===== src/rtl/core/process_state_list_manager_unit_assert.svh =====
// ============================================================================
// process_state_list_manager_unit_assert.svh
// assertion macros shared by the list manager rtl
// ============================================================================
`ifndef PROCESS_STATE_LIST_MANAGER_UNIT_ASSERT_SVH
`define PROCESS_STATE_LIST_MANAGER_UNIT_ASSERT_SVH

`ifndef SYNTHESIS
// same-cycle implication
`define PSL_ASSERT_IMP(lbl, clk, rst_n, ante, cons) \
    lbl: assert property (@(posedge clk) disable iff (!(rst_n)) (ante) |-> (cons)) \
        else $error("psl assertion failed");
// next-cycle implication
`define PSL_ASSERT_NXT(lbl, clk, rst_n, ante, cons) \
    lbl: assert property (@(posedge clk) disable iff (!(rst_n)) (ante) |=> (cons)) \
        else $error("psl assertion failed");
`else
`define PSL_ASSERT_IMP(lbl, clk, rst_n, ante, cons)
`define PSL_ASSERT_NXT(lbl, clk, rst_n, ante, cons)
`endif

`endif


===== src/rtl/core/psl_pkg.sv =====
// ============================================================================
// psl_pkg
// types, constants and helpers of the process state list manager
// ============================================================================
package psl_pkg;

    localparam int NUM_ENTRIES = 32;
    localparam int IDX_W       = $clog2(NUM_ENTRIES);
    localparam int ID_W        = 5;
    localparam int KIND_W      = 2;
    localparam int NUM_LISTS   = 3;

    typedef logic [IDX_W-1:0]  t_idx;
    typedef logic [ID_W-1:0]   t_id;
    typedef logic [KIND_W-1:0] t_kind;

    localparam t_kind KIND_CREATE = 2'd0;
    localparam t_kind KIND_DELETE = 2'd1;
    localparam t_kind KIND_WAIT   = 2'd2;

    typedef enum logic [1:0] {
        LIST_FREE    = 2'd0,
        LIST_READY   = 2'd1,
        LIST_BLOCKED = 2'd2
    } t_list;

    typedef struct packed {
        logic has;
        t_idx ptr;
    } t_link;

    typedef struct packed {
        logic  en;
        t_idx  addr;
        t_link data;
    } t_link_wr;

    typedef struct packed {
        logic en;
        t_idx addr;
    } t_link_rd;

    typedef struct packed {
        t_link_rd rd;
        t_link_wr next_wr;
        t_link_wr prev_wr;
    } t_link_cmd;

    typedef struct packed {
        t_link next_q;
        t_link prev_q;
    } t_link_rsp;

    function automatic t_link next_reset(t_idx a);
        t_link l;
        l.has = (int'(a) != NUM_ENTRIES - 1);
        l.ptr = l.has ? t_idx'(int'(a) + 1) : '0;
        return l;
    endfunction

    function automatic t_link prev_reset(t_idx a);
        t_link l;
        l.has = (int'(a) != 0);
        l.ptr = l.has ? t_idx'(int'(a) - 1) : '0;
        return l;
    endfunction

    function automatic t_idx to_idx(t_id i);
        return t_idx'(i);
    endfunction

    function automatic t_id to_id(t_idx i);
        return t_id'(i);
    endfunction

endpackage


===== src/rtl/core/psl_if.sv =====
// ============================================================================
// psl_if
// request and response channels of the list manager
// ============================================================================
interface psl_req_if;
    logic           valid;
    logic           ready;
    psl_pkg::t_kind kind;
    psl_pkg::t_id   process_id;

    modport source (output valid, output kind, output process_id, input ready);
    modport sink   (input valid, input kind, input process_id, output ready);
endinterface

interface psl_rsp_if;
    logic         valid;
    logic         ready;
    logic         status;
    psl_pkg::t_id ready_head;
    logic         ready_empty;
    logic         free_empty;
    logic         blocked_empty;

    modport source (
        output valid, output status, output ready_head, output ready_empty,
        output free_empty, output blocked_empty, input ready
    );
    modport sink (
        input valid, input status, input ready_head, input ready_empty,
        input free_empty, input blocked_empty, output ready
    );
endinterface


===== src/rtl/core/process_state_list_manager_unit.sv =====
// ============================================================================
// process_state_list_manager_unit
// three doubly linked process lists (free, ready, blocked) over one entry table
// ============================================================================
// Each request moves one entry between lists: create takes it from free to
// ready, delete from ready to free, wait from ready to blocked. A request
// whose entry is not on the source list, or whose kind is unknown, returns
// status 1 and changes nothing. Link words live in two single-write-port
// memories with registered reads; a move reads the entry's links, then
// writes in the states S_READ, S_WR_TAIL and S_WR_SELF because the next-link
// memory takes up to three updates (previous neighbour, old destination tail,
// the entry itself). The block takes no new request until the current one
// has left S_DONE. The response sits in an output register, so a new
// request is taken while the last response is still waiting. After reset
// all entries are on the free list in index order; no clearing pass is
// needed.
module process_state_list_manager_unit (
    input  logic      i_clk,
    input  logic      i_rst_n,
    psl_req_if.sink   i_req,
    psl_rsp_if.source o_rsp
);

    psl_pkg::t_link_cmd link_cmd;
    psl_pkg::t_link_rsp link_rsp;

    psl_ctrl u_ctrl (
        .i_clk      (i_clk),
        .i_rst_n    (i_rst_n),
        .i_req      (i_req),
        .o_rsp      (o_rsp),
        .o_link_cmd (link_cmd),
        .i_link_rsp (link_rsp)
    );

    psl_link_store u_link_store (
        .i_clk   (i_clk),
        .i_rst_n (i_rst_n),
        .i_cmd   (link_cmd),
        .o_rsp   (link_rsp)
    );

endmodule


===== src/rtl/core/psl_ram.sv =====
// ============================================================================
// psl_ram
// simple dual port ram, one write and one registered read per cycle
// ============================================================================
module psl_ram #(
    parameter int DEPTH = 32,
    parameter int WIDTH = 8,
    localparam int AW   = $clog2(DEPTH)
) (
    input  logic             i_clk,
    input  logic             i_we,
    input  logic [AW-1:0]    i_waddr,
    input  logic [WIDTH-1:0] i_wdata,
    input  logic             i_re,
    input  logic [AW-1:0]    i_raddr,
    output logic [WIDTH-1:0] o_rdata
);

    logic [WIDTH-1:0] mem [DEPTH];
    logic [WIDTH-1:0] r_rdata;

    always_ff @(posedge i_clk) begin
        if (i_we) begin
            mem[i_waddr] <= i_wdata;
        end
        if (i_re) begin
            r_rdata <= mem[i_raddr];
        end
    end

    assign o_rdata = r_rdata;

endmodule


===== src/rtl/core/psl_link_store.sv =====
// ============================================================================
// psl_link_store
// next and prev link memories with per-entry valid bits for reset values
// ============================================================================
module psl_link_store (
    input  logic                i_clk,
    input  logic                i_rst_n,
    input  psl_pkg::t_link_cmd  i_cmd,
    output psl_pkg::t_link_rsp  o_rsp
);

    localparam int LW = $bits(psl_pkg::t_link);

    logic [psl_pkg::NUM_ENTRIES-1:0] r_next_vld;
    logic [psl_pkg::NUM_ENTRIES-1:0] r_prev_vld;
    logic                            r_next_hit;
    logic                            r_prev_hit;
    psl_pkg::t_idx                   r_rd_addr;
    logic [LW-1:0]                   next_q;
    logic [LW-1:0]                   prev_q;

    psl_ram #(.DEPTH(psl_pkg::NUM_ENTRIES), .WIDTH(LW)) u_next_ram (
        .i_clk   (i_clk),
        .i_we    (i_cmd.next_wr.en),
        .i_waddr (i_cmd.next_wr.addr),
        .i_wdata (i_cmd.next_wr.data),
        .i_re    (i_cmd.rd.en),
        .i_raddr (i_cmd.rd.addr),
        .o_rdata (next_q)
    );

    psl_ram #(.DEPTH(psl_pkg::NUM_ENTRIES), .WIDTH(LW)) u_prev_ram (
        .i_clk   (i_clk),
        .i_we    (i_cmd.prev_wr.en),
        .i_waddr (i_cmd.prev_wr.addr),
        .i_wdata (i_cmd.prev_wr.data),
        .i_re    (i_cmd.rd.en),
        .i_raddr (i_cmd.rd.addr),
        .o_rdata (prev_q)
    );

    always_ff @(posedge i_clk) begin
        if (!i_rst_n) begin
            r_next_vld <= '0;
            r_prev_vld <= '0;
        end else begin
            if (i_cmd.next_wr.en) begin
                r_next_vld[i_cmd.next_wr.addr] <= 1'b1;
            end
            if (i_cmd.prev_wr.en) begin
                r_prev_vld[i_cmd.prev_wr.addr] <= 1'b1;
            end
        end
        if (i_cmd.rd.en) begin
            r_rd_addr  <= i_cmd.rd.addr;
            r_next_hit <= r_next_vld[i_cmd.rd.addr];
            r_prev_hit <= r_prev_vld[i_cmd.rd.addr];
        end
    end

    // unwritten entries read as the free chain
    assign o_rsp.next_q = r_next_hit ? psl_pkg::t_link'(next_q)
                                     : psl_pkg::next_reset(r_rd_addr);
    assign o_rsp.prev_q = r_prev_hit ? psl_pkg::t_link'(prev_q)
                                     : psl_pkg::prev_reset(r_rd_addr);

endmodule


===== src/rtl/core/psl_ctrl.sv =====
// ============================================================================
// psl_ctrl
// request sequencer: source check, unlink, append and status response
// ============================================================================
`include "process_state_list_manager_unit_assert.svh"

module psl_ctrl (
    input  logic               i_clk,
    input  logic               i_rst_n,
    psl_req_if.sink            i_req,
    psl_rsp_if.source          o_rsp,
    output psl_pkg::t_link_cmd o_link_cmd,
    input  psl_pkg::t_link_rsp i_link_rsp
);

    typedef enum logic [2:0] {
        S_IDLE,
        S_READ,
        S_WR_TAIL,
        S_WR_SELF,
        S_DONE
    } t_state;

    t_state                            r_state, n_state;
    psl_pkg::t_idx                     r_idx, n_idx;
    psl_pkg::t_list                    r_src, n_src;
    psl_pkg::t_list                    r_dst, n_dst;
    logic                              r_status, n_status;
    psl_pkg::t_idx                     r_tail_old, n_tail_old;
    logic                              r_dst_had, n_dst_had;
    psl_pkg::t_list                    r_member [psl_pkg::NUM_ENTRIES];
    psl_pkg::t_list                    n_member [psl_pkg::NUM_ENTRIES];
    psl_pkg::t_idx                     r_head [psl_pkg::NUM_LISTS];
    psl_pkg::t_idx                     n_head [psl_pkg::NUM_LISTS];
    psl_pkg::t_idx                     r_tail [psl_pkg::NUM_LISTS];
    psl_pkg::t_idx                     n_tail [psl_pkg::NUM_LISTS];
    logic [psl_pkg::NUM_LISTS-1:0]     r_nonempty, n_nonempty;
    logic                              r_out_valid, n_out_valid;
    logic                              r_out_status, n_out_status;
    psl_pkg::t_id                      r_out_head, n_out_head;
    logic                              r_out_ready_empty, n_out_ready_empty;
    logic                              r_out_free_empty, n_out_free_empty;
    logic                              r_out_blocked_empty, n_out_blocked_empty;

    psl_pkg::t_idx                 tail_init [psl_pkg::NUM_LISTS];
    logic [psl_pkg::NUM_LISTS-1:0] nonempty_init;

    psl_pkg::t_idx  req_idx;
    psl_pkg::t_list req_src;
    psl_pkg::t_list req_dst;
    logic           req_kind_ok;
    logic           req_ok;
    logic           req_accept;
    psl_pkg::t_link e_next;
    psl_pkg::t_link e_prev;

    assign req_idx    = psl_pkg::to_idx(i_req.process_id);
    assign req_accept = i_req.valid && i_req.ready;
    assign e_next     = i_link_rsp.next_q;
    assign e_prev     = i_link_rsp.prev_q;

    // reset view: only the free list holds entries, tail at the last index
    always_comb begin
        tail_init                         = '{default: '0};
        tail_init[psl_pkg::LIST_FREE]     = psl_pkg::t_idx'(psl_pkg::NUM_ENTRIES - 1);
        nonempty_init                     = '0;
        nonempty_init[psl_pkg::LIST_FREE] = 1'b1;
    end

    always_comb begin
        req_src     = psl_pkg::LIST_FREE;
        req_dst     = psl_pkg::LIST_READY;
        req_kind_ok = 1'b1;
        unique case (i_req.kind)
            psl_pkg::KIND_CREATE: begin
                req_src = psl_pkg::LIST_FREE;
                req_dst = psl_pkg::LIST_READY;
            end
            psl_pkg::KIND_DELETE: begin
                req_src = psl_pkg::LIST_READY;
                req_dst = psl_pkg::LIST_FREE;
            end
            psl_pkg::KIND_WAIT: begin
                req_src = psl_pkg::LIST_READY;
                req_dst = psl_pkg::LIST_BLOCKED;
            end
            default: begin
                req_kind_ok = 1'b0;
            end
        endcase
        req_ok = req_kind_ok
              && (int'(i_req.process_id) < psl_pkg::NUM_ENTRIES)
              && (r_member[req_idx] == req_src);
    end

    always_comb begin
        n_state             = r_state;
        n_idx               = r_idx;
        n_src               = r_src;
        n_dst               = r_dst;
        n_status            = r_status;
        n_tail_old          = r_tail_old;
        n_dst_had           = r_dst_had;
        n_member            = r_member;
        n_head              = r_head;
        n_tail              = r_tail;
        n_nonempty          = r_nonempty;
        n_out_valid         = r_out_valid;
        n_out_status        = r_out_status;
        n_out_head          = r_out_head;
        n_out_ready_empty   = r_out_ready_empty;
        n_out_free_empty    = r_out_free_empty;
        n_out_blocked_empty = r_out_blocked_empty;
        o_link_cmd          = '0;

        if (r_out_valid && o_rsp.ready) begin
            n_out_valid = 1'b0;
        end

        unique case (r_state)
            S_IDLE: begin
                if (i_req.valid) begin
                    n_idx = req_idx;
                    n_src = req_src;
                    n_dst = req_dst;
                    if (req_ok) begin
                        o_link_cmd.rd.en   = 1'b1;
                        o_link_cmd.rd.addr = req_idx;
                        n_status           = 1'b0;
                        n_state            = S_READ;
                    end else begin
                        n_status = 1'b1;
                        n_state  = S_DONE;
                    end
                end
            end
            S_READ: begin
                // unlink: fix neighbours
                o_link_cmd.next_wr.en   = e_prev.has;
                o_link_cmd.next_wr.addr = e_prev.ptr;
                o_link_cmd.next_wr.data = e_next;
                o_link_cmd.prev_wr.en   = e_next.has;
                o_link_cmd.prev_wr.addr = e_next.ptr;
                o_link_cmd.prev_wr.data = e_prev;
                if (!e_prev.has) begin
                    n_head[r_src] = e_next.has ? e_next.ptr : '0;
                end
                if (!e_next.has) begin
                    n_tail[r_src] = e_prev.has ? e_prev.ptr : '0;
                end
                if (!e_prev.has && !e_next.has) begin
                    n_nonempty[r_src] = 1'b0;
                end
                // append at destination tail
                n_tail_old = r_tail[r_dst];
                n_dst_had  = r_nonempty[r_dst];
                if (!r_nonempty[r_dst]) begin
                    n_head[r_dst] = r_idx;
                end
                n_tail[r_dst]     = r_idx;
                n_nonempty[r_dst] = 1'b1;
                n_member[r_idx]   = r_dst;
                n_state           = S_WR_TAIL;
            end
            S_WR_TAIL: begin
                o_link_cmd.next_wr.en       = r_dst_had;
                o_link_cmd.next_wr.addr     = r_tail_old;
                o_link_cmd.next_wr.data.has = 1'b1;
                o_link_cmd.next_wr.data.ptr = r_idx;
                o_link_cmd.prev_wr.en       = 1'b1;
                o_link_cmd.prev_wr.addr     = r_idx;
                o_link_cmd.prev_wr.data.has = r_dst_had;
                o_link_cmd.prev_wr.data.ptr = r_dst_had ? r_tail_old : '0;
                n_state                     = S_WR_SELF;
            end
            S_WR_SELF: begin
                o_link_cmd.next_wr.en   = 1'b1;
                o_link_cmd.next_wr.addr = r_idx;
                o_link_cmd.next_wr.data = '0;
                n_state                 = S_DONE;
            end
            S_DONE: begin
                if (!r_out_valid || o_rsp.ready) begin
                    n_out_valid         = 1'b1;
                    n_out_status        = r_status;
                    n_out_head          = r_nonempty[psl_pkg::LIST_READY]
                                        ? psl_pkg::to_id(r_head[psl_pkg::LIST_READY]) : '0;
                    n_out_ready_empty   = !r_nonempty[psl_pkg::LIST_READY];
                    n_out_free_empty    = !r_nonempty[psl_pkg::LIST_FREE];
                    n_out_blocked_empty = !r_nonempty[psl_pkg::LIST_BLOCKED];
                    n_state             = S_IDLE;
                end
            end
            default: begin
                n_state = S_IDLE;
            end
        endcase
    end

    always_ff @(posedge i_clk) begin
        if (!i_rst_n) begin
            r_state     <= S_IDLE;
            r_out_valid <= 1'b0;
            r_member    <= '{default: psl_pkg::LIST_FREE};
            r_head      <= '{default: '0};
            r_tail      <= tail_init;
            r_nonempty  <= nonempty_init;
        end else begin
            r_state     <= n_state;
            r_out_valid <= n_out_valid;
            r_member    <= n_member;
            r_head      <= n_head;
            r_tail      <= n_tail;
            r_nonempty  <= n_nonempty;
        end
        r_idx               <= n_idx;
        r_src               <= n_src;
        r_dst               <= n_dst;
        r_status            <= n_status;
        r_tail_old          <= n_tail_old;
        r_dst_had           <= n_dst_had;
        r_out_status        <= n_out_status;
        r_out_head          <= n_out_head;
        r_out_ready_empty   <= n_out_ready_empty;
        r_out_free_empty    <= n_out_free_empty;
        r_out_blocked_empty <= n_out_blocked_empty;
    end

    assign i_req.ready         = (r_state == S_IDLE);
    assign o_rsp.valid         = r_out_valid;
    assign o_rsp.status        = r_out_status;
    assign o_rsp.ready_head    = r_out_head;
    assign o_rsp.ready_empty   = r_out_ready_empty;
    assign o_rsp.free_empty    = r_out_free_empty;
    assign o_rsp.blocked_empty = r_out_blocked_empty;

    // at least one list is always non-empty
    `PSL_ASSERT_IMP(a_some_list_nonempty, i_clk, i_rst_n, 1'b1, (r_nonempty != '0))
    // an empty ready list keeps zero head and tail
    `PSL_ASSERT_IMP(a_ready_empty_ptrs, i_clk, i_rst_n,
        !r_nonempty[psl_pkg::LIST_READY],
        (r_head[psl_pkg::LIST_READY] == '0) && (r_tail[psl_pkg::LIST_READY] == '0))
    // refused request goes straight to the response
    `PSL_ASSERT_NXT(a_refuse_to_done, i_clk, i_rst_n, req_accept && !req_ok,
        (r_state == S_DONE) && r_status)
    // link writes only for a request that passed the source check
    `PSL_ASSERT_IMP(a_write_ok_only, i_clk, i_rst_n,
        o_link_cmd.next_wr.en || o_link_cmd.prev_wr.en, !r_status)

endmodule

===== src/flat_wrapper.sv =====
// flat-port wrapper written by rule: the top's interface ports become plain ports
module process_state_list_manager_unit_flat 
  (i_clk, i_rst_n, i_req_valid, i_req_kind, i_req_process_id, i_req_ready, o_rsp_valid, o_rsp_status, o_rsp_ready_head, o_rsp_ready_empty, o_rsp_free_empty, o_rsp_blocked_empty, o_rsp_ready);
  psl_req_if i_req_i ();
  psl_rsp_if o_rsp_i ();
  input  logic i_clk;
  input  logic i_rst_n;
  input wire logic [$bits(i_req_i.valid)-1:0] i_req_valid;
  input wire logic [$bits(i_req_i.kind)-1:0] i_req_kind;
  input wire logic [$bits(i_req_i.process_id)-1:0] i_req_process_id;
  output wire logic [$bits(i_req_i.ready)-1:0] i_req_ready;
  output wire logic [$bits(o_rsp_i.valid)-1:0] o_rsp_valid;
  output wire logic [$bits(o_rsp_i.status)-1:0] o_rsp_status;
  output wire logic [$bits(o_rsp_i.ready_head)-1:0] o_rsp_ready_head;
  output wire logic [$bits(o_rsp_i.ready_empty)-1:0] o_rsp_ready_empty;
  output wire logic [$bits(o_rsp_i.free_empty)-1:0] o_rsp_free_empty;
  output wire logic [$bits(o_rsp_i.blocked_empty)-1:0] o_rsp_blocked_empty;
  input wire logic [$bits(o_rsp_i.ready)-1:0] o_rsp_ready;
  assign i_req_i.valid = i_req_valid;
  assign i_req_i.kind = i_req_kind;
  assign i_req_i.process_id = i_req_process_id;
  assign i_req_ready = i_req_i.ready;
  assign o_rsp_valid = o_rsp_i.valid;
  assign o_rsp_status = o_rsp_i.status;
  assign o_rsp_ready_head = o_rsp_i.ready_head;
  assign o_rsp_ready_empty = o_rsp_i.ready_empty;
  assign o_rsp_free_empty = o_rsp_i.free_empty;
  assign o_rsp_blocked_empty = o_rsp_i.blocked_empty;
  assign o_rsp_i.ready = o_rsp_ready;
  process_state_list_manager_unit u_core (.i_clk(i_clk), .i_rst_n(i_rst_n), .i_req(i_req_i), .o_rsp(o_rsp_i));
endmodule

===== config.mk =====
export PLATFORM = sky130hd
export DESIGN_NAME = process_state_list_manager_unit_flat
export DESIGN_NICKNAME = d
export VERILOG_FILES = /design/src/rtl/core/psl_pkg.sv /design/src/rtl/core/psl_if.sv /design/src/rtl/core/process_state_list_manager_unit.sv /design/src/rtl/core/psl_ram.sv /design/src/rtl/core/psl_link_store.sv /design/src/rtl/core/psl_ctrl.sv /design/src/flat_wrapper.sv
export VERILOG_INCLUDE_DIRS = /design/src /design/src/rtl/core
export SDC_FILE = /design/constraint.sdc
export NUM_CORES = 1
export LEC_CHECK = 0
export ABC_CLOCK_PERIOD_IN_PS = 4780
export BUFFER_PORTS_ARGS = -buffer_cell sky130_fd_sc_hd__buf_4
export CAP_MARGIN = 5
export CORE_AREA = 2 2 268 270
export DETAILED_ROUTE_END_ITERATION = 7
export DIE_AREA = 0 0 270 272
export HOLD_SLACK_MARGIN = 0.15
export PLACE_DENSITY = 0.61
export SETUP_SLACK_MARGIN = 0.15
export SLEW_MARGIN = 25
export SYNTH_ARGS = -nofsm -noshare
export SYNTH_HDL_FRONTEND = slang
export SYNTH_SLANG_ARGS = --single-unit

===== constraint.sdc =====
create_clock -name i_clk -period 4.78 [get_ports i_clk]
set_input_delay 0.717 -clock i_clk [delete_from_list [all_inputs] [get_ports i_clk]]
set_output_delay 0.717 -clock i_clk [all_outputs]
set_load 0.02 [all_outputs]

After elaboration in Yosys (flattened, before gate mapping)
Memory sizes are Yosys's and may differ from the RTL's. A register that Yosys moved wholly into a read port is not among the register bits.
Cells that the tools add are included.

storage, ports and cells
  bits in registers = 197
  RAM bits = 384
  input port bits = 11
  word-level logic and storage cells = 186
  memories = 2

operators by class
  add/subtract/negate cells = 2
  magnitude comparators = 16
  eq/ne operators = 10
  multiplexer cells = 65
  bitwise logic cells = 9
  reductions and logical operators = 25

memory list
  memory                              words  bits a word  read ports  clocked after memory_dff  wr ports  RTL line       text
  u_core.u_link_store.u_next_ram.mem  32     6            1           1                         1         psl_ram.sv:19  logic [WIDTH-1:0] mem [DEPTH];
  u_core.u_link_store.u_prev_ram.mem  32     6            1           1                         1         psl_ram.sv:19

operators with widths
  kind                                                                number
  2-to-1 mux 15 bit                                                   5
  bitwise mux 64 bit                                                  1
  bitwise OR 32 bit                                                   2
  bitwise mux 15 bit                                                  4
  2-to-1 mux 5 bit                                                    9
  case mux 12 bit (3 select lines)                                    1
  2-to-1 mux 6 bit                                                    5
  case mux 12 bit (2 select lines)                                    1
  demux 5 bit (select 2 bit)                                          2
  less-than comparator 5 x 6 -> 1 bit (second input constant)         3
  2-to-1 mux 1 bit                                                    17
  2-to-1 mux 3 bit                                                    5
  case mux 3 bit (5 select lines)                                     1
  greater-or-equal comparator 6 bit (second input constant)           2
  inverter 5 -> 6 bit                                                 2
  binary-select mux 1 bit (select 5 bit)                              2
  binary-select mux 2 bit (select 5 bit)                              1
  binary-select mux 5 bit (select 2 bit)                              1
  demux 1 bit (select 5 bit)                                          2
  demux 2 bit (select 5 bit)                                          1
  greater-or-equal comparator 5 x 1 -> 1 bit (second input constant)  2
  logical AND 1 bit                                                   10
  == test 3 x 2 -> 1 bit (second input constant)                      2
  greater-or-equal comparator 3 bit (second input constant)           2
  other kinds (29)                                                    44

Depth between registers and ports, before layout
Gate-level depths: netlist of run 1.

  depth in word-level cells = 11
  depth in mapped cells = 16

Hierarchy
A second synthesis of run 1 with hierarchy kept.

unflattened totals
  cells, all modules = 1672
  area, all modules = 24546.0 sq um

modules (own cells, without submodules)
  module          times used  cells each  area an instance (sq um)
  psl_ram         2           323         7649.8
  psl_ctrl        1           673         5909.4
  psl_link_store  1           353         3337.0

Least setup slack after synthesis of run 1
OpenSTA, ideal clock, no wires.

  kind = input port to flip-flop
  start = in i_req_process_id[1]
  end = reg u_core.u_link_store.u_next_ram.r_rdata[1] (netlist: u_core.u_link_store.u_next_ram.o_rdata[1]) (read register of u_core.u_link_store.u_next_ram.mem), data pin
  library setup time = 0.132 ns
  arrival = 4.004 ns
  setup slack = 0.644 ns
  stages = 12
  buffers on the path = 3
  path through = buf_6 mux4_2 mux4_2 mux2_2 nor3_4 nand2_1 inv_2 buf_2 buf_1 o21ai_0 a32oi_1 o311a_1

RTL lines
  element             RTL line            text
  start: declaration  flat_wrapper.sv:10  input wire logic [$bits(i_req_i.process_id)-1:0] i_req_process_id;
  end: declaration    psl_ram.sv:20       logic [WIDTH-1:0] r_rdata;

Final worst setup path of run 1
  start = reg u_core.u_link_store.r_rd_addr[0]
  end = mem u_core.u_link_store.u_next_ram.mem[7][4] in the netlist's numbering, enable pin

between the ends
  word-level cells in the longest chain between the ends = 5

RTL lines
  element                                                                            RTL line              text
  start: declaration                                                                 psl_link_store.sv:18  psl_pkg::t_idx r_rd_addr;
  start signal: assignment                                                           psl_link_store.sv:55  r_rd_addr <= i_cmd.rd.addr;
  parallel branches: the longest is 1 deep, another holds subtractor 5 x 1 -> 5 bit  --
  2-to-1 mux 6 bit (*)                                                               psl_link_store.sv:64  assign o_rsp.prev_q = r_prev_hit ? psl_pkg::t_link'(prev_q)
  case mux 12 bit (3 select lines) (*)                                               psl_ctrl.sv:120       unique case (r_state)
  2-to-1 mux 1 bit                                                                   psl_ram.sv:23         if (i_we) begin
  2-to-1 mux 1 bit (implied by the code)                                             psl_ram.sv:24         mem[i_waddr] <= i_wdata;
  end: declaration                                                                   psl_ram.sv:19

Mark *: on every way between the ends.

==> results.cfg, run 1 <==
[sta]
rsz0062_at_grt = no
fmax_ghz = 0.242
final_max_slew_viol_count = 0
setup_viol = 0
skew_ns = 0.0331
hold_viol = 0
fin_tns_setup_ns = 0
fin_crit_sh = 0.865
finalCriticalPeriod_ns = 4.13
worstMarginPinSlew_ns = 1.08
relSlewSlack = 0.283
whs_ns = 0.397

[clock_tree]
cts-buffers-inserted = 58
cts_tree = yes
clk_latency_ns = 0.64
hold_buffers = 0
clock_sinks = 582
cts_resized = 0
cts_root_buffer = clkbuf_16
cts_setup_buffers = 0
clockBufferDepth = 3
clkSlewWorstSetupHoldPaths_ns = 0.07
htreeDepth = 2

[global_route]
grt_max_degree = 112
antenna_found_initial = 1
globalRouteTotalUtil = 0.186
grt_first_pass_wirelength_mm = 104
grt_overflow = 0
grt_pass1_vias = 16300

[route]
via_count = 16500
drtPass1Iterations = 5
post_drt_wl_per_cell_um = 23.4
drc = 0
ant_nets = 0
vias_per_cell = 5.56
totalWireLength_mm = 69.7
first_iter_violations = 1782

[power]
combPwrFrac = 0.097
ir_drop_mv = 0.281
p_per_area_nw_per_um2 = 414
p_sw_mw = 2.85
p_seq_frac = 0.489
clock_power_share = 0.414
p_leak_nw = 9.54
intPower_mw = 8.69
p_sw_frac = 0.247
power_mw = 11.5

[logic_synthesis]
synthTopCellsByCount = edfxtp_1, nand2_1, dfxtp_1
netlist_instances = 1954
synth_edf_count = 427
ys_types = 68
syn_nets = 1970
synth.area.top_cells = edfxtp_1, dfxtp_1, mux2i_1
post-synth-top-area-fraction = 0.523
yosysMostFrequentCell = edfxtp_1
ys_seq_area_frac = 0.649
yosysTopAreaCell = edfxtp_1
ys.flop_type = edfxtp_1
syn_avg_cell_area_um2 = 12.6
syn_area_um2 = 24500
ys_ff_latch = 582
yosysWarningCount = 0
synthArstFlopShare = 0

[worst_setup_path]
cp-start-kind = register
end_kind = register
crit_path_max_fanout = 8
arrival_ns = 4.39
worstSetupPathType = register to register
worstPathRequired_ns = 5.04

[final_layout]
n_fill_cell = 6650
design_area_um2 = 27900
synthToLayoutAreaGrowth_pct = 13.7
diodes = 0
nets = 1987
layout-drive-gt1-share = 0.119

[hold_path]
hold_class = input port to register

[die]
fp.dieW_um = 270
num_io_pins = 22
initial_core_util = 0.347
dieHeight_um = 272
dieArea_um2 = 73400
core_area_um2 = 70800
rows = 98

[status]
status = completed

[flow_run]
max_cap_violations = 0

[place]
port_buffers = 21
hpwl_mm = 45.5
globalplace.congestion = 0.962
post_dp_cell_area_um2 = 25900
-- kinds of logic (layout without fill, tap and decap cells) --
logic type / Yosys count / count (layout) / synth area share
xor gates and xnor gates: 7 / 7 / 0.00250
DFF: 582 / 582 / 0.649
and+or+nand+nor: 581 / 581 / 0.106
AOI/OAI and AO/OA: 436 / 436 / 0.122
adders and majority gates: 5 / 5 / 0.00255
buffers and inverters: 148 / 215 / 0.0243
muxes: 195 / 195 / 0.0928
-- layer usage --
layer / part of all wire / wire, um / global-route usage
met5: 0.00020 / 14 / 0
met4: 0.038 / 2670 / 0.0719
met1: 0.42 / 29400 / 0.251
met3: 0.076 / 5300 / 0.0312
met2: 0.46 / 32300 / 0.300
-- power by group through the flow --
stage / combinational, mW / clock (mW) / sequential (mW)
final: 1.12 / 4.78 / 5.65
after global routing: 1.19 / 5.04 / 5.65
after CTS: 1.10 / 4.84 / 5.64
after detailed placement: 1.10 / 0 / 5.75
after global placement: 1.08 / 0 / 5.75
after floorplan: 0.681 / 0 / 5.72
-- stage by stage --
step,worst slack [ns],util,std cells
floorplan,0.644,-,1954
global placement,0.309,0.366,2861
detailed placement,0.263,0.366,2861
CTS,0.677,0.394,2971
global route,0.431,0.394,2971
finish,0.646,0.394,2971
-- worst max-delay path, cell delays in order (launching register included) --
cell and delay (ns):
edfxtp_1 0.46, inv_1 0.10, ha_1 0.23, nand2_1 0.08, o21bai_1 0.14, o21ai_0 0.64, o211ai_1 0.15, a21oi_1 0.81
or3b_2 0.55, nor2_1 0.60
-- flip-flops by register name, summed over array words and instances, names as in the netlist, 2 cells and up --
name and count:
u_core.u_ctrl.r_tail_old 5, u_core.u_link_store.r_rd_addr 5, u_core.u_ctrl.r_head 5, u_core.u_link_store.r_next_vld 32, u_core.u_link_store.r_prev_vld 32, u_core.u_link_store.u_prev_ram.o_rdata 6, u_core.u_link_store.u_next_ram.o_rdata 6, u_core.u_ctrl.o_rsp.ready_head 5
u_core.u_ctrl.r_member 64, u_core.u_link_store.u_next_ram.mem 192, u_core.u_ctrl.r_idx 5, u_core.u_ctrl.r_nonempty 3, u_core.u_ctrl.r_tail 15, u_core.u_link_store.u_prev_ram.mem 192, u_core.u_ctrl.r_dst 2, u_core.u_ctrl.r_state 3
-- final timing paths --
path | cells after the start | to | startpoint | slack, ns
worst max register to register | 9 | u_core.u_link_store.u_next_ram.mem[7][4]$_DFFE_PP_ | u_core.u_link_store.r_rd_addr[0]$_DFFE_PP_ | 0.65
worst max-delay path | 9 | u_core.u_link_store.u_next_ram.mem[7][4]$_DFFE_PP_ | u_core.u_link_store.r_rd_addr[0]$_DFFE_PP_ | 0.65
worst min-delay path | 3 | u_core.u_ctrl.r_state[0]$_SDFFE_PN0P_ | i_req_valid | 0.40
worst min register to register | 0 | u_core.u_ctrl.o_rsp.status$_DFFE_PP_ | u_core.u_ctrl.r_status$_DFFE_PP_ | 0.42
-- layout make-up --
cell class | instances | area [um^2] | area share
clock buffer | 77 | 1590 | 0.0572
inverter | 25 | 93.8 | 0.00336
clock inverter | 33 | 405 | 0.0145
timing repair buffer | 80 | 667 | 0.0239
tap | 950 | 1190 | 0.0426
multi-input combinational | 1224 | 8020 | 0.287
sequential | 582 | 15900 | 0.571
-- cell usage in the layout (no fill, tap or decap), drive strengths merged, types with 6 or more instances in the layout --
cell type,synthesis,layout
a211oi,19,19
a21boi,63,63
a21oi,55,55
a22o,7,7
a22oi,20,20
a31oi,15,15
a32oi,7,7
and2,11,11
and3,8,8
buf,35,80
bufinv,0,8
clkbuf,88,77
clkinv,0,20
dfxtp,155,155
edfxtp,427,427
inv,25,27
mux2,30,30
mux2i,142,142
mux4,23,23
nand2,251,251
nand2b,6,6
nand3,72,72
nand3b,7,7
nand4,14,14
nor2,137,137
nor2b,30,30
nor3,18,18
o211ai,18,18
o21a,70,70
o21ai,75,75
o221ai,13,13
o22ai,30,30
or3,10,10
xnor2,6,6
Note: power is estimated with default switching activity, not from simulation.
==> run 2, diff against run 1 <==
--- a/config.mk
+++ b/config.mk
@@ -13,9 +13,8 @@
 export DETAILED_ROUTE_END_ITERATION = 7
 export DIE_AREA = 0 0 270 272
 export HOLD_SLACK_MARGIN = 0.15
-export PLACE_DENSITY = 0.61
+export PLACE_DENSITY_LB_ADDON = 0.25
 export SETUP_SLACK_MARGIN = 0.15
-export SLEW_MARGIN = 25
 export SYNTH_ARGS = -nofsm -noshare
 export SYNTH_HDL_FRONTEND = slang
 export SYNTH_SLANG_ARGS = --single-unit
==> run 2 against run 1 <==
  * Register-to-register slack lost 0.15 ns
  * Sequential power is essentially flat
  * Power shrank 0.54%
  * First-iteration DRC count shrank 3.5%
  * Clock-buffer cell count grew 14
  * Flip-flop and latch count is the same
  * Fmax shrank 3.6%
  * Largest power group unchanged
  * Die area is the same
  * Sequential share of layout area is essentially flat
==> results.cfg, run 2 (synthesis results as in run 1) <==
[status]
status = completed

[clock_tree]
clockBufferDepth = 3
cts_root_buffer = clkbuf_16
cts_setup_buffers = 0
clock_sinks = 582
htreeDepth = 2
hold_buffers = 0
cts_resized = 0
cts_tree = yes
clkSlewWorstSetupHoldPaths_ns = 0.06
cts-buffers-inserted = 60
clk_latency_ns = 0.63

[power]
ir_drop_mv = 0.273
p_leak_nw = 9.55
p_per_area_nw_per_um2 = 411
power_mw = 11.5

[worst_setup_path]
crit_path_max_fanout = 8
cp-start-kind = register
crit_path_top_delay_cell = a21oi_1
critPathTopFamily = compound AO/OA/AOI/OAI gates
critPathMaxStageDelay_ns = 0.96
arrival_ns = 4.54
r2r-end = u_core.u_link_store.u_next_ram.mem[4][0]$_DFFE_PP_
crit_chain = inv_1 -> ha_1 -> nand2_1 -> o21bai_1 -> o21ai_0 -> o211ai_1 -> a21oi_1 -> or3b_2 -> nor2_1
worstSetupPathType = register to register
worstPathRequired_ns = 5.03
end_kind = register
path_buf_inv = 1
r2r_slack_ns = 0.49
r2r_start = u_core.u_link_store.r_rd_addr[1]$_DFFE_PP_
r2r.worst_path.cells = 9

[route]
post_drt_wl_per_cell_um = 24.1
ant_nets = 0
vias_per_cell = 5.51
drtPass1Iterations = 5
totalWireLength_mm = 71.7
drc = 0
via_count = 16400
first_iter_violations = 1719

[flow_run]
max_cap_violations = 0

[sta]
fmax_ghz = 0.233
fin_crit_sh = 0.897
hold_viol = 0
finalCriticalPeriod_ns = 4.29
final_max_slew_viol_count = 0
setup_viol = 0
fin_tns_setup_ns = 0
relSlewSlack = 0.182
worstMarginPinSlew_ns = 1.23
skew_ns = 0.0135
rsz0062_at_grt = no

[die]
dieArea_um2 = 73400
core_area_um2 = 70800
initial_core_util = 0.347
num_io_pins = 22
rows = 98
dieHeight_um = 272
fp.dieW_um = 270

[hold_path]
hold_path.startpoint = i_req_valid
hold_depth = 3
hold_class = input port to register
holdPathEnd = u_core.u_ctrl.r_state[0]$_SDFFE_PN0P_

[final_layout]
synthToLayoutAreaGrowth_pct = 13.7
reg_top3 = u_core.u_link_store.u_next_ram.mem: 192 flops, u_core.u_link_store.u_prev_ram.mem: 192 flops, u_core.u_ctrl.r_member: 64 flops
nets = 1992
n_fill_cell = 6650
layout-drive-gt1-share = 0.117
layout.cells.most_common_list = edfxtp_1, nand2_1, dfxtp_1, mux2i_1, nor2_1
diodes = 0
final_common_cell = edfxtp_1

[global_route]
globalRouteTotalUtil = 0.193
antenna_found_initial = 0
grt_overflow = 0
grt_max_degree = 104
grt_pass1_vias = 15900
grt_first_pass_wirelength_mm = 106

[place]
globalplace.congestion = 0.879
port_buffers = 21
hpwl_mm = 47.3
-- run 2: changes by cell type in the layout (fill, tap and decap cells not counted), moves of 2 or more --
cell        delta
clkbuf_8       +3
bufinv_16      -3
buf_4          +2
clkinv_2       -6
a22o_1         -2
a22o_2         +2
clkbuf_1       +8
inv_6          +2
inv_16         -2
clkbuf_16      +3
clkinvlp_4     -2
-- run 2: worst max path at each step --
| stage | from | to | slack (ns) | depth (start not counted) |
|---|---|---|---|---|
| detailed placement | i_req_process_id[1] | u_core.u_link_store.r_prev_hit$_DFFE_PP_ | 0.14 | 12 |
| global placement | i_req_process_id[1] | u_core.u_link_store.r_prev_hit$_DFFE_PP_ | 0.26 | 12 |
| floorplan | i_req_process_id[1] | u_core.u_link_store.u_next_ram.o_rdata[1]$_DFFE_PP_ | 0.64 | 12 |
| CTS | u_core.u_link_store.r_rd_addr[0]$_DFFE_PP_ | u_core.u_link_store.u_next_ram.mem[5][3]$_DFFE_PP_ | 0.59 | 9 |
| finish | u_core.u_link_store.r_rd_addr[1]$_DFFE_PP_ | u_core.u_link_store.u_next_ram.mem[4][0]$_DFFE_PP_ | 0.49 | 9 |
| global route | u_core.u_link_store.r_rd_addr[0]$_DFFE_PP_ | u_core.u_link_store.u_next_ram.mem[5][3]$_DFFE_PP_ | 0.41 | 9 |
-- run 2: power by group --
group | internal [mW] | total (mW) | leakage (nW) | switching, mW
logic | 0.323 | 1.12 | 3.44 | 0.802
clock network | 2.77 | 4.70 | 0.961 | 1.94
registers | 5.58 | 5.65 | 5.15 | 0.0684
-- run 2: per-layer routing --
metal / wire length [um] / track usage / share of wire / up-vias
met1: 31100 / 0.265 / 0.43 / 8230
li1: - / - / - / 7384
met4: 2050 / 0.0599 / 0.029 / 0
met2: 32800 / 0.304 / 0.46 / 654
met5: 0 / 0 / 0 / -
met3: 5790 / 0.0421 / 0.081 / 115
-- run 2: worst reg2reg max path: cells and delay by family (launching register included) --
family          cells  cell delay, ns
simple gates        3            1.34
fa+ha+maj           1            0.21
buf+inv             1            0.07
flops               1            0.45
compound gates      4            1.84
-- run 2: area by class of cell --
class | instances | area, um^2 | share of cell area
Tap cell | 950 | 1190 | 0.0426
Multi-Input combinational cell | 1224 | 8020 | 0.287
Clock buffer | 91 | 1740 | 0.0624
Timing Repair Buffer | 83 | 702 | 0.0252
Clock inverter | 21 | 231 | 0.00830
Inverter | 25 | 93.8 | 0.00336
Sequential cell | 582 | 15900 | 0.571
-- run 2: stage by stage --
| step | util | area [um^2] | instances | hold WS, ns | setup slack [ns] |
|---|---|---|---|---|---|
| floorplan | - | 24500 | 1954 | 0.400 | 0.644 |
| global placement | 0.366 | 25900 | 2864 | 0.412 | 0.258 |
| detailed placement | 0.366 | 25900 | 2864 | 0.407 | 0.143 |
| CTS | 0.394 | 27900 | 2976 | 0.329 | 0.592 |
| global route | 0.394 | 27900 | 2976 | 0.383 | 0.408 |
| finish | 0.394 | 27900 | 2976 | 0.360 | 0.493 |
